<file path="config.mk">
export PLATFORM = sky130hd
export DESIGN_NAME = binary_heap_priority_queue_top_flat
export DESIGN_NICKNAME = d
export VERILOG_FILES = /design/src/bhpq_pkg.sv /design/src/bhpq_if.sv /design/src/bhpq_store.sv /design/src/binary_heap_priority_queue_top.sv /design/src/flat_wrapper.sv
export SDC_FILE = /design/constraint.sdc
export NUM_CORES = 2
export LEC_CHECK = 0
export ABC_AREA = 1
export BUFFER_PORTS_ARGS = -buffer_cell sky130_fd_sc_hd__buf_2
export CORE_ASPECT_RATIO = 1.1
export CORE_MARGIN = 1
export CORE_UTILIZATION = 55
export DETAILED_ROUTE_END_ITERATION = 10
export PLACE_DENSITY_LB_ADDON = 0.12
export RECOVER_POWER = 50
export SYNTH_ARGS = -nofsm -noshare
export SYNTH_HDL_FRONTEND = slang
export SYNTH_SLANG_ARGS = --single-unit
export TNS_END_PERCENT = 5
</file>
<file path="constraint.sdc">
create_clock -name clk -period 6.4 [get_ports clk]
set_input_delay 0.96 -clock clk [delete_from_list [all_inputs] [get_ports clk]]
set_output_delay 0.96 -clock clk [all_outputs]
set_load 0.005 [all_outputs]
</file>
<file path="src/bhpq_pkg.sv">
// ----------------------------------------------------------------------------
// bhpq_pkg
// Shared widths, codes and types for the binary heap priority queue.
// ----------------------------------------------------------------------------
`default_nettype none

package bhpq_pkg;

  localparam int DEPTH   = 64;
  localparam int ADDR_W  = (DEPTH > 1) ? $clog2(DEPTH) : 1;
  localparam int CNT_W   = $clog2(DEPTH + 1);
  localparam int KEY_W   = 16;
  localparam int TAG_W   = 8;
  localparam int ENTRY_W = 7;

  localparam logic KIND_INSERT = 1'b0;
  localparam logic KIND_POP    = 1'b1;

  typedef enum logic [1:0] {
    ERR_NONE  = 2'd0,
    ERR_FULL  = 2'd1,
    ERR_EMPTY = 2'd2
  } err_t;

  typedef struct packed {
    logic [KEY_W-1:0] key;
    logic [TAG_W-1:0] tag;
  } entry_t;

  typedef struct packed {
    logic              we;
    logic [ADDR_W-1:0] waddr;
    entry_t            wdata;
    logic [ADDR_W-1:0] raddr_a;
    logic [ADDR_W-1:0] raddr_b;
  } mem_req_t;

endpackage

`default_nettype wire

</file>
<file path="src/bhpq_if.sv">
// ----------------------------------------------------------------------------
// bhpq_if
// Valid/ready channels for the heap command input and the status output.
// ----------------------------------------------------------------------------
`default_nettype none

interface bhpq_in_if;
  logic                         valid;
  logic                         ready;
  logic                         kind;
  logic [bhpq_pkg::KEY_W-1:0]   key;
  logic [bhpq_pkg::TAG_W-1:0]   tag;

  modport src (output valid, output kind, output key, output tag, input ready);
  modport snk (input valid, input kind, input key, input tag, output ready);
endinterface

interface bhpq_out_if;
  logic                         valid;
  logic                         ready;
  logic [bhpq_pkg::KEY_W-1:0]   top_key;
  logic [bhpq_pkg::TAG_W-1:0]   top_tag;
  logic [bhpq_pkg::ENTRY_W-1:0] entry_count;
  logic                         is_empty;
  bhpq_pkg::err_t               error_code;

  modport src (output valid, output top_key, output top_tag, output entry_count,
               output is_empty, output error_code, input ready);
  modport snk (input valid, input top_key, input top_tag, input entry_count,
               input is_empty, input error_code, output ready);
endinterface

`default_nettype wire

</file>
<file path="src/bhpq_store.sv">
// ----------------------------------------------------------------------------
// bhpq_store
// Heap entry memory: one write port, two registered read ports.
// ----------------------------------------------------------------------------
`default_nettype none

module bhpq_store (
  input  wire                      clk,
  input  wire bhpq_pkg::mem_req_t  req,
  output bhpq_pkg::entry_t         rdata_a,
  output bhpq_pkg::entry_t         rdata_b
);

  bhpq_pkg::entry_t mem_r [bhpq_pkg::DEPTH];
  bhpq_pkg::entry_t rd_a_r;
  bhpq_pkg::entry_t rd_b_r;

  always_ff @(posedge clk) begin
    if (req.we) begin
      mem_r[req.waddr] <= req.wdata;
    end
    rd_a_r <= mem_r[req.raddr_a];
    rd_b_r <= mem_r[req.raddr_b];
  end

  assign rdata_a = rd_a_r;
  assign rdata_b = rd_b_r;

endmodule

`default_nettype wire

</file>
<file path="src/binary_heap_priority_queue_top.sv">
// ----------------------------------------------------------------------------
// binary_heap_priority_queue_top
// Array heap priority queue with insert and pop, min-first or max-first.
// ----------------------------------------------------------------------------
//  channel | dir | handshake    | payload
//  in_ch   | in  | valid/ready  | kind, key, tag
//  out_ch  | out | valid/ready  | top_key, top_tag, entry_count, is_empty,
//          |     |              | error_code
//  cfg     | in  | cfg_we       | cfg_wdata (max_first)
//
//  Insert moves the new entry up one level per compare until a compare stops
//  it or it reaches the root; pop moves the last entry down from the root one
//  level per compare, toward the better child. Rejects and a pop to empty go
//  straight to S_OUT. The registered memory read and the single key comparator
//  set the pace. Reset clears the entry count and ordering bit, not the memory.
//  in_ch is ready only in idle; a beat waiting in the out_ch register holds
//  the next result, not the input.
// ----------------------------------------------------------------------------
`default_nettype none

module binary_heap_priority_queue_top (
  input  wire     clk,
  input  wire     rst_n,
  bhpq_in_if.snk  in_ch,
  bhpq_out_if.src out_ch,
  input  wire     cfg_we,
  input  wire     cfg_wdata
);

  localparam int ADDR_W = bhpq_pkg::ADDR_W;
  localparam int CNT_W  = bhpq_pkg::CNT_W;
  localparam int IDX_W  = ADDR_W + 2;

  typedef enum logic [8:0] {
    S_IDLE    = 9'b000000001,
    S_UP_RD   = 9'b000000010,
    S_UP_CMP  = 9'b000000100,
    S_DN_LAST = 9'b000001000,
    S_DN_RD   = 9'b000010000,
    S_DN_SEL  = 9'b000100000,
    S_DN_CMP  = 9'b001000000,
    S_FIN_WR  = 9'b010000000,
    S_OUT     = 9'b100000000
  } state_t;

  state_t                        state_r, state_nxt;
  logic [CNT_W-1:0]              count_r, count_nxt;
  logic [ADDR_W-1:0]             pos_r, pos_nxt;
  logic [ADDR_W-1:0]             best_idx_r, best_idx_nxt;
  bhpq_pkg::entry_t              cur_r, cur_nxt;
  bhpq_pkg::entry_t              best_r, best_nxt;
  bhpq_pkg::entry_t              root_r, root_nxt;
  bhpq_pkg::err_t                err_r, err_nxt;
  logic                          max_first_r;
  logic                          out_valid_r, out_valid_nxt;
  bhpq_pkg::entry_t              out_top_r, out_top_nxt;
  logic [bhpq_pkg::ENTRY_W-1:0]  out_cnt_r, out_cnt_nxt;
  logic                          out_empty_r, out_empty_nxt;
  bhpq_pkg::err_t                out_err_r, out_err_nxt;

  bhpq_pkg::mem_req_t            req;
  bhpq_pkg::entry_t              rdata_a;
  bhpq_pkg::entry_t              rdata_b;

  logic [bhpq_pkg::KEY_W-1:0]    cmp_a;
  logic [bhpq_pkg::KEY_W-1:0]    cmp_b;
  logic                          cmp_win;

  logic [ADDR_W-1:0]             parent;
  logic [IDX_W-1:0]              left;
  logic [IDX_W-1:0]              right;
  logic [IDX_W-1:0]              count_ext;
  logic [CNT_W-1:0]              count_dec;

  bhpq_store u_store (
    .clk     (clk),
    .req     (req),
    .rdata_a (rdata_a),
    .rdata_b (rdata_b)
  );

  assign parent    = ADDR_W'((pos_r - 1'b1) >> 1);
  assign left      = {1'b0, pos_r, 1'b1};
  assign right     = left + 1'b1;
  assign count_ext = IDX_W'(count_r);
  assign count_dec = count_r - 1'b1;

  // shared key comparator: true when cmp_a belongs nearer the root
  always_comb begin
    case (state_r)
      S_DN_SEL: begin
        cmp_a = rdata_b.key;
        cmp_b = rdata_a.key;
      end
      S_DN_CMP: begin
        cmp_a = best_r.key;
        cmp_b = cur_r.key;
      end
      default: begin
        cmp_a = cur_r.key;
        cmp_b = rdata_a.key;
      end
    endcase
    cmp_win = max_first_r ? (cmp_a > cmp_b) : (cmp_a < cmp_b);
  end

  assign in_ch.ready = (state_r == S_IDLE);

  always_comb begin
    state_nxt     = state_r;
    count_nxt     = count_r;
    pos_nxt       = pos_r;
    best_idx_nxt  = best_idx_r;
    cur_nxt       = cur_r;
    best_nxt      = best_r;
    root_nxt      = root_r;
    err_nxt       = err_r;
    out_valid_nxt = out_valid_r && !out_ch.ready;
    out_top_nxt   = out_top_r;
    out_cnt_nxt   = out_cnt_r;
    out_empty_nxt = out_empty_r;
    out_err_nxt   = out_err_r;
    req.we        = 1'b0;
    req.waddr     = pos_r;
    req.wdata     = cur_r;
    req.raddr_a   = parent;
    req.raddr_b   = ADDR_W'(right);

    case (state_r)
      S_IDLE: begin
        req.raddr_a = ADDR_W'(count_dec);
        if (in_ch.valid) begin
          err_nxt = bhpq_pkg::ERR_NONE;
          if (in_ch.kind == bhpq_pkg::KIND_INSERT) begin
            if (count_r >= CNT_W'(bhpq_pkg::DEPTH)) begin
              err_nxt   = bhpq_pkg::ERR_FULL;
              state_nxt = S_OUT;
            end else begin
              cur_nxt   = '{key: in_ch.key, tag: in_ch.tag};
              pos_nxt   = ADDR_W'(count_r);
              count_nxt = count_r + 1'b1;
              state_nxt = S_UP_RD;
            end
          end else begin
            if (count_r == '0) begin
              err_nxt   = bhpq_pkg::ERR_EMPTY;
              state_nxt = S_OUT;
            end else begin
              count_nxt = count_dec;
              state_nxt = (count_dec == '0) ? S_OUT : S_DN_LAST;
            end
          end
        end
      end
      S_UP_RD: begin
        state_nxt = (pos_r == '0) ? S_FIN_WR : S_UP_CMP;
      end
      S_UP_CMP: begin
        if (cmp_win) begin
          req.we    = 1'b1;
          req.wdata = rdata_a;
          pos_nxt   = parent;
          state_nxt = S_UP_RD;
        end else begin
          state_nxt = S_FIN_WR;
        end
      end
      S_DN_LAST: begin
        cur_nxt   = rdata_a;
        pos_nxt   = '0;
        state_nxt = S_DN_RD;
      end
      S_DN_RD: begin
        req.raddr_a = ADDR_W'(left);
        state_nxt   = (left >= count_ext) ? S_FIN_WR : S_DN_SEL;
      end
      S_DN_SEL: begin
        if ((right < count_ext) && cmp_win) begin
          best_nxt     = rdata_b;
          best_idx_nxt = ADDR_W'(right);
        end else begin
          best_nxt     = rdata_a;
          best_idx_nxt = ADDR_W'(left);
        end
        state_nxt = S_DN_CMP;
      end
      S_DN_CMP: begin
        if (cmp_win) begin
          req.we    = 1'b1;
          req.wdata = best_r;
          pos_nxt   = best_idx_r;
          state_nxt = S_DN_RD;
        end else begin
          state_nxt = S_FIN_WR;
        end
      end
      S_FIN_WR: begin
        req.we    = 1'b1;
        state_nxt = S_OUT;
      end
      S_OUT: begin
        if (!out_valid_r || out_ch.ready) begin
          out_valid_nxt = 1'b1;
          out_top_nxt   = (count_r == '0) ? '0 : root_r;
          out_cnt_nxt   = bhpq_pkg::ENTRY_W'(count_r);
          out_empty_nxt = (count_r == '0);
          out_err_nxt   = err_r;
          state_nxt     = S_IDLE;
        end
      end
      default: begin
        state_nxt = S_IDLE;
      end
    endcase

    if (req.we && (req.waddr == '0)) begin
      root_nxt = req.wdata;
    end
  end

  always_ff @(posedge clk) begin
    if (!rst_n) begin
      state_r     <= S_IDLE;
      count_r     <= '0;
      max_first_r <= 1'b0;
      out_valid_r <= 1'b0;
    end else begin
      state_r     <= state_nxt;
      count_r     <= count_nxt;
      out_valid_r <= out_valid_nxt;
      if (cfg_we) begin
        max_first_r <= cfg_wdata;
      end
    end
  end

  always_ff @(posedge clk) begin
    pos_r       <= pos_nxt;
    best_idx_r  <= best_idx_nxt;
    cur_r       <= cur_nxt;
    best_r      <= best_nxt;
    root_r      <= root_nxt;
    err_r       <= err_nxt;
    out_top_r   <= out_top_nxt;
    out_cnt_r   <= out_cnt_nxt;
    out_empty_r <= out_empty_nxt;
    out_err_r   <= out_err_nxt;
  end

  assign out_ch.valid       = out_valid_r;
  assign out_ch.top_key     = out_top_r.key;
  assign out_ch.top_tag     = out_top_r.tag;
  assign out_ch.entry_count = out_cnt_r;
  assign out_ch.is_empty    = out_empty_r;
  assign out_ch.error_code  = out_err_r;

  a_count_bound: assert property (@(posedge clk) disable iff (!rst_n)
    count_r <= CNT_W'(bhpq_pkg::DEPTH))
    else $error("entry count above depth");

  a_full_err: assert property (@(posedge clk) disable iff (!rst_n)
    out_ch.valid && (out_ch.error_code == bhpq_pkg::ERR_FULL)
      |-> out_ch.entry_count == bhpq_pkg::ENTRY_W'(bhpq_pkg::DEPTH))
    else $error("full error with room left");

  a_empty_flag: assert property (@(posedge clk) disable iff (!rst_n)
    out_ch.valid |-> (out_ch.is_empty == (out_ch.entry_count == '0)))
    else $error("empty flag disagrees with count");

  a_busy_after_accept: assert property (@(posedge clk) disable iff (!rst_n)
    in_ch.valid && in_ch.ready |=> !in_ch.ready)
    else $error("input taken again before result");

endmodule

`default_nettype wire
</file>
<file path="src/flat_wrapper.sv">
// flat-port wrapper written by rule: the top's interface ports become plain ports
module binary_heap_priority_queue_top_flat 
  (clk, rst_n, cfg_we, cfg_wdata, in_ch_valid, in_ch_kind, in_ch_key, in_ch_tag, in_ch_ready, out_ch_valid, out_ch_top_key, out_ch_top_tag, out_ch_entry_count, out_ch_is_empty, out_ch_error_code, out_ch_ready);
  bhpq_in_if in_ch_i ();
  bhpq_out_if out_ch_i ();
  input  wire clk;
  input  wire rst_n;
  input  wire cfg_we;
  input  wire cfg_wdata;
  input wire logic [$bits(in_ch_i.valid)-1:0] in_ch_valid;
  input wire logic [$bits(in_ch_i.kind)-1:0] in_ch_kind;
  input wire logic [$bits(in_ch_i.key)-1:0] in_ch_key;
  input wire logic [$bits(in_ch_i.tag)-1:0] in_ch_tag;
  output wire logic [$bits(in_ch_i.ready)-1:0] in_ch_ready;
  output wire logic [$bits(out_ch_i.valid)-1:0] out_ch_valid;
  output wire logic [$bits(out_ch_i.top_key)-1:0] out_ch_top_key;
  output wire logic [$bits(out_ch_i.top_tag)-1:0] out_ch_top_tag;
  output wire logic [$bits(out_ch_i.entry_count)-1:0] out_ch_entry_count;
  output wire logic [$bits(out_ch_i.is_empty)-1:0] out_ch_is_empty;
  output wire logic [$bits(out_ch_i.error_code)-1:0] out_ch_error_code;
  input wire logic [$bits(out_ch_i.ready)-1:0] out_ch_ready;
  assign in_ch_i.valid = in_ch_valid;
  assign in_ch_i.kind = in_ch_kind;
  assign in_ch_i.key = in_ch_key;
  assign in_ch_i.tag = in_ch_tag;
  assign in_ch_ready = in_ch_i.ready;
  assign out_ch_valid = out_ch_i.valid;
  assign out_ch_top_key = out_ch_i.top_key;
  assign out_ch_top_tag = out_ch_i.top_tag;
  assign out_ch_entry_count = out_ch_i.entry_count;
  assign out_ch_is_empty = out_ch_i.is_empty;
  assign out_ch_error_code = out_ch_i.error_code;
  assign out_ch_i.ready = out_ch_ready;
  binary_heap_priority_queue_top u_core (.clk(clk), .rst_n(rst_n), .in_ch(in_ch_i), .out_ch(out_ch_i), .cfg_we(cfg_we), .cfg_wdata(cfg_wdata));
endmodule
</file>
==> summary.txt <==
Synth
  • Compound-Gate Fraction of Synth Area: 0.07667
  • Synthesized cell area: 82770 um2
  • Synth Area in Simple Gates: 0.2014
  • Adder-Cell Fraction of Synth Area: 0.004989
  • Seq/Total Area, Yosys: 0.6168
  • Count of different cell masters after synthesis: 43
  • XOR/XNOR share of the synthesized area: 0.001270
  • Synth Warn #: 0
  • Avg Cell Area, Syn: 9.629 um2
  • Main combinational cell family by area after synthesis: simple AND/OR/NAND/NOR gates
  • Mux share of post-synthesis cell area: 0
  • Post-Synthesis Cells: 8596
  • Yosys reg bits: 1722
  • Post-synth EDFFs: 1656
  • Synth Net Count: 8660
  • Most used flip-flop cell after synthesis: edfxtp_1
  • Synth async-reset ratio: 0

Min path
  • Hold Crit Class: input pin to flop

Route
  • Detailed Routing Iterations Pass 1: 7
  • DRC: 0
  • DR vias: 66770
  • ANT nets after route: 0
  • WL per Instance: 28.21 um
  • DR vias/cell: 6.365
  • WL final: 296000 um
  • Drt first-iter violations: 10520

Place
  • I/O Buffers: 66
  • Post-Place Cells: 10160
  • Placement Cell Area: 85250 um2
  • Placement Setup Slack: 0.5099 ns
  • Gpl congestion: 0.9996
  • Dpl hpwl: 175500 um

Die
  • Die width: 371.9 um
  • Die area: 152000 um2
  • Row count: 148
  • Initial Util: 0.5566
  • Die Y: 408.9 um
  • Core ar.: 148700 um2
  • I/O pins: 67

STA
  • Setup violators final: 0
  • Final Cycle Share: 0.9713
  • Final Hold Viols: 0
  • Fmax achieved: 160.9 MHz
  • Pin slew with the least headroom to its limit: 2.243 ns
  • Fin worst setup slack: 0.1836 ns
  • Clock Skew: 0.02995 ns
  • Worst relative slew slack: -0.4951
  • Final Critical Period: 6.216 ns
  • Pins Over Slew Limit: 1004
  • RSZ-0062 raised after global routing: false
  • Total negative setup slack: 0 ns

CTS
  • CTS tree: built
  • CTS root buf: clkbuf_16
  • Post-CTS Setup Inserts: 0
  • Worst-Skew Late Latency: 0.84 ns
  • Clock Sinks: 1722
  • Resize count post-CTS: 0
  • H-tree levels: 4
  • Cts bufs inserted: 176
  • Clk slew on worst S/H paths: 0.06 ns
  • Clock Tree Buf Depth: 3
  • Hold buffers post-CTS: 0

Layout
  • Post-Layout Cell Count: 10490
  • Fillers: 12390
  • Commonest cells after routing, fill and taps aside: edfxtp_1, nand3_1, inv_1, nand2_1, o21ai_0
  • Ratio of cells with drive above 1 in the final layout: 0.06653
  • Post-Layout Inst Area: 90590 um2
  • Most common cell after layout, fill and taps aside: edfxtp_1
  • Area Overhead vs Synth: 9.454%
  • Nets: 8455

Critical path
  • Worst setup EP type: flop
  • Crit start category: flop
  • Critical path class: flop to flop
  • CP Data Arrival Time: 6.85 ns
  • CP required: 7.03 ns
  • CP Max Fanout: 121

GRT
  • Grt ovf: 0
  • First-pass GRT wire length: 424500 um
  • Initial antenna violation count: 4
  • Tot GR Track Use: 0.3864
  • Largest net degree at the start of global routing: 197
  • Vias in the first global route: 61170

Flow run
  • Max cap viols: 21

Status
  • Outcome: complete, but fails checks
  • Failing checks: capacitance limit, slew limit
-- final cells by class --
class | instances | area (um2) | area share
multi-input combinational | 4784 | 23860 | 0.2634
clock inverter | 102 | 857.1 | 0.009461
tap | 1950 | 2440 | 0.02693
timing repair buffer | 260 | 2173 | 0.02399
inverter | 1447 | 5459 | 0.06026
clock buffer | 222 | 4746 | 0.05239
antenna | 3 | 7.507 | 0.00008287
sequential | 1722 | 51050 | 0.5635
-- cells by family after synthesis --
logic type / Yosys count
XOR/XNOR: 12
AND/OR/NAND/NOR: 3525
flip-flops: 1722
adder cells (fa/ha/maj): 33
AO/OA/AOI/OAI: 1214
buffers and inverters: 2090
-- per-stage QoR --
stage,utilization,hold WS [ns]
after floorplan,-,0.4003
after global placement,0.5733,0.4026
after detailed placement,0.5733,0.4190
after CTS,0.6110,0.3591
after global routing,0.6092,0.3921
final,0.6093,0.3986
-- worst max-delay path, cell delays in order (launching register included) --
cell and delay [ns]:
edfxtp_1 0.47, inv_8 0.63, ha_1 0.43, inv_8 0.23, clkbuf_4 1.63, clkbuf_2 1.33, a21oi_1 0.06, o21ai_0 0.14
nand3_1 0.17, nand3_1 0.39, a31oi_1 0.28
-- synth_stat cells (all sizes together), types with 11 or more instances --
library cell,number,area (um2)
nand3,1565,7848
nand4,532,3328
nor3,18,90.09
buf,298,1464
dfxtp,66,1321
a31oi,50,312.8
inv,1441,5409
a21oi,425,2127
nand2,1244,4692
ha,33,412.9
o211ai,41,307.8
nor2,156,638.1
clkbuf,345,1295
o21ai,669,3348
xor2,11,96.34
edfxtp,1656,49730
-- per-layer routing --
metal | up-vias | wire (um) | part of all wire | global-route usage
met4 | 0 | 19760 | 0.067 | 0.2275
met5 | - | 0 | 0 | 0
li1 | 29300 | - | - | -
met1 | 31920 | 111300 | 0.38 | 0.5252
met2 | 4728 | 128300 | 0.43 | 0.5642
met3 | 823 | 36640 | 0.12 | 0.09246
-- final timing paths --
path,start,to,slack (ns),cells after the start
setup / recovery,u_core.pos_r[0]$_DFFE_PP_,u_core.u_store.rdata_b[14]$_DFF_P_,0.18,10
hold / removal,cfg_wdata,u_core.max_first_r$_SDFFE_PN0P_,0.40,3
setup reg to reg,u_core.pos_r[0]$_DFFE_PP_,u_core.u_store.rdata_b[14]$_DFF_P_,0.18,10
hold reg to reg,u_core.err_r[1]$_SDFFCE_PN0P_,u_core.out_ch.error_code[1]$_DFFE_PP_,0.43,0
-- flip-flops by register name, summed over array words and instances (netlist names), 8 cells and up --
signal	cells
u_core.best_r	24
u_core.cur_r	24
u_core.out_ch.top_key	16
u_core.out_ch.top_tag	8
u_core.root_r	24
u_core.state_r	9
u_core.u_store.mem_r	1536
u_core.u_store.rdata_a	24
u_core.u_store.rdata_b	24
Power is left out: the tool's default activity adds up to more than one toggle a clock period on the data nets, which glitch-free logic cannot reach.
